$ cat src/hdl/psz_ram.sv
`default_nettype none
module psz_ram #(
  parameter int Width = 8,
  parameter int Depth = 16
) (
  input  wire logic                     clk,
  input  wire logic                     we,
  input  wire logic [$clog2(Depth)-1:0] waddr,
  input  wire logic [Width-1:0]         wdata,
  input  wire logic [$clog2(Depth)-1:0] raddr,
  output      logic [Width-1:0]         rdata
);
  logic [Width-1:0] mem [Depth];

  always_ff @(posedge clk) begin
    if (we) begin
      mem[waddr] <= wdata;
    end
    rdata <= mem[raddr];
  end
endmodule
`default_nettype wire

$ cat config.mk
export PLATFORM = sky130hd
export DESIGN_NAME = psz_ram
export DESIGN_NICKNAME = d
export VERILOG_FILES = /design/src/hdl/psz_ram.sv
export SDC_FILE = /design/constraint.sdc
export NUM_CORES = 1
export LEC_CHECK = 0
export ABC_AREA = 0
export BUFFER_PORTS_ARGS = -buffer_cell sky130_fd_sc_hd__buf_2
export CELL_PAD_IN_SITES_DETAIL_PLACEMENT = 1
export CELL_PAD_IN_SITES_GLOBAL_PLACEMENT = 2
export CORE_MARGIN = 4
export CORE_UTILIZATION = 48
export CTS_CLUSTER_SIZE = 40
export DETAILED_ROUTE_END_ITERATION = 6
export PLACE_DENSITY = 0.79
export RECOVER_POWER = 25
export REMOVE_ABC_BUFFERS = 1
export SETUP_SLACK_MARGIN = 0.1
export SYNTH_ARGS = -nofsm -noshare
export SYNTH_HDL_FRONTEND = slang
export SYNTH_SLANG_ARGS = --single-unit
$ cat constraint.sdc
create_clock -name clk -period 2 [get_ports clk]
set_input_delay 0.1 -clock clk [delete_from_list [all_inputs] [get_ports clk]]
set_output_delay 0.1 -clock clk [all_outputs]
set_load 0.005 [all_outputs]
==> run summary <==
outcome: finished clean
ys async rst share: 0
wire length per cell: 25.5 µm
multi-input logic area: 1060 µm²
layout cells sized above 1: 0.274
min-delay worst type: in -> reg
worst-margin pin slew: 693 ps
Setup-failing EPs final: 0
adder-cell share of the synthesized area: 0
Die Span Y: 112 µm
synthesized cell area: 5150 µm²
Total GRT Usage: 0.197
worst-path maximum fanout: 1
Post-Synth XOR/XNOR Area: 0
Routed Antenna Nets: 0
Layout Cells excl Fill: 443
Ant. Diodes: 0
critical path's slowest cell: mux4_2
number of nets in the layout: 312
Setup CP Type: reg -> reg
cell family with most CP delay: multiplexers
CTS HTree Levels: 4
worst skew pair latency: 520 ps
Max Cap Viol: 0
Clock Skews: 12.0 ps
TritonCTS Buffers: 17
Cell Count Post-Placement: 403
worst relative slew slack: 0.538
Synth Area in Compound Gates: 0.0233
RSZ-0062 raised after global routing: false
WP data required: 2380 ps
Final Util: 0.594
vias in the first global route: 2,784
PD cells: 1060 nW/µm²
Mapped Cells: 229
buffer and inverter count on the worst path: 0
#FFs+latches synth: 136
Primary FF master, synth: edfxtp_1
gr ovfl total: 0
DR DRC count: 0
Synth top area share: 0.747
fmax: 697 MHz
VDD IR-drop max: 0.600 mV
simple-gate share of the synthesized area: 0.0318
Max Slew Vio Count: 0
mux cell area share after synthesis: 0.150
global-route wire length before repair: 17,500 µm
Starting Density: 0.496
GPL Wtd Cong: 0.721
IO Pins: 26
Worst Setup End Kind: flip-flop
row count: 37
final period utilization: 0.717
detailed placement HPWL: 6800 µm
CP Launch Type: flip-flop
register area share after synthesis: 0.778
crit path DAT: 1820 ps
maximum clock path buffer count: 2
most common cell in the synthesized netlist: edfxtp_1
Area contributors post-synth: edfxtp_1 75%, mux4_2 7.9%, mux4_1 7.1%
Seq. cell area: 4000 µm²
Tot Pwr: 0.00653 W
count of cell types in the netlist: 19
combinational family with the most area after synthesis: multiplexers
synthesis warning total: 0
Reg clk slew, reported paths: 60 ps
Hold Fails Final Rpt: 0
Die X: 112 µm
number of setup buffers added after CTS: 0
Avg Cell Area, Syn: 22.5 µm²
initial antenna violation count: 0
core area: 10,400 µm²
maximum number of pins on one net before global-route repair: 33
# fillers: 907
Final min period: 1430 ps
number of synthesized flops with an enable pin: 128
Min Hold Slack: 161 ps
post-DR vias/cell: 5.61
Yosys top cell by area: edfxtp_1
leakage power total: 2.08 nW
Syn-to-layout area delta: 19.8%
Port Buffers: 25
first-pass detailed-route iteration total: 4
CP max stage delay: 480 ps
DRT Wirelength: 11,300 µm
Setup TNS Final: 0 ps
via count: 2,487
Synth top cells by count: 128 x edfxtp_1, 18 x mux4_2, 16 x a22oi_1
CTS tree: done
CTS Sinks: 136
1st-iter DRT viols: 211
Die Footprint: 12,400 µm²
CTS root buf: clkbuf_8
crit-path cells: mux4_2 -> a22oi_1 -> nand2_1
tightest hold or removal path: stages:
cell and delay [ps]:
buf_2 140, nor3_1 70, buf_4 180
cell type report:
| type | count | share of cell area |
|---|---|---|
| multi-input combinational | 83 | 0.172 |
| clock inverter | 14 | 0.0256 |
| clock buffer | 18 | 0.0678 |
| timing repair buffer | 56 | 0.0580 |
| tap | 136 | 0.0276 |
| sequential | 136 | 0.649 |
through the flow:
stage / setup slack, ps / instance area, µm²
detailed placement: 375 / 5540
global route: 531 / 6160
global placement: 419 / 5540
floorplan: 407 / 5060
finish: 566 / 6160
CTS: 535 / 6200
worst paths after layout:
check / slack, ps / cells past startpoint / from / endpoint
min: 160 / 3 / waddr[1] / mem[8][6]
max: 570 / 3 / mem[11][6] / rdata[6]
max reg2reg: 570 / 3 / mem[11][6] / rdata[6]
min reg2reg: 670 / 3 / mem[14][0] / rdata[0]
cells by family (layout without fill, tap and decap cells):
kind of cell | after synthesis | after routing
AO/OA/AOI/OAI | 16 | 16
AND/OR/NAND/NOR | 35 | 35
multiplexers | 32 | 32
flip-flops | 136 | 136
buffers and inverters | 10 | 88
per-layer routing:
metal	global-route usage	wire length, µm
met1	0.254	4650
met2	0.327	5910
met3	0.0511	570
met4	0.0714	172
met5	0	0
layout by cell type (no fill, tap or decap), types with 2 or more instances in the layout:
cell,Yosys,final
edfxtp_1,128,128
clkinv_1,0,2
nand2_1,9,9
nor3_1,4,4
nand2b_1,2,2
dfxtp_1,8,8
buf_2,3,20
buf_4,1,15
bufinv_16,0,3
nand3b_1,2,2
mux4_2,18,18
clkinv_2,0,4
dlygate4sd3_1,0,8
clkinvlp_4,0,3
a22oi_1,16,16
clkbuf_1,0,13
mux4_1,14,14
clkinv_4,0,2
nor2_1,13,13
clkbuf_16,0,16
power by group:
group | switching (W) | internal [W]
Combinational | 0.000172 | 0.000137
Clock | 0.00113 | 0.00188
Sequential | 0.0000233 | 0.00319
registers in the layout (all words and copies together) (netlist names):
signal  flops
rdata       8
mem       128
what timing repair did:
item	4_1_cts	5_1_grt
resized for setup	0	0
hold buffers	8	0
endpoints found under the hold margin	128	0
Note: power is estimated with default switching activity, not from simulation.
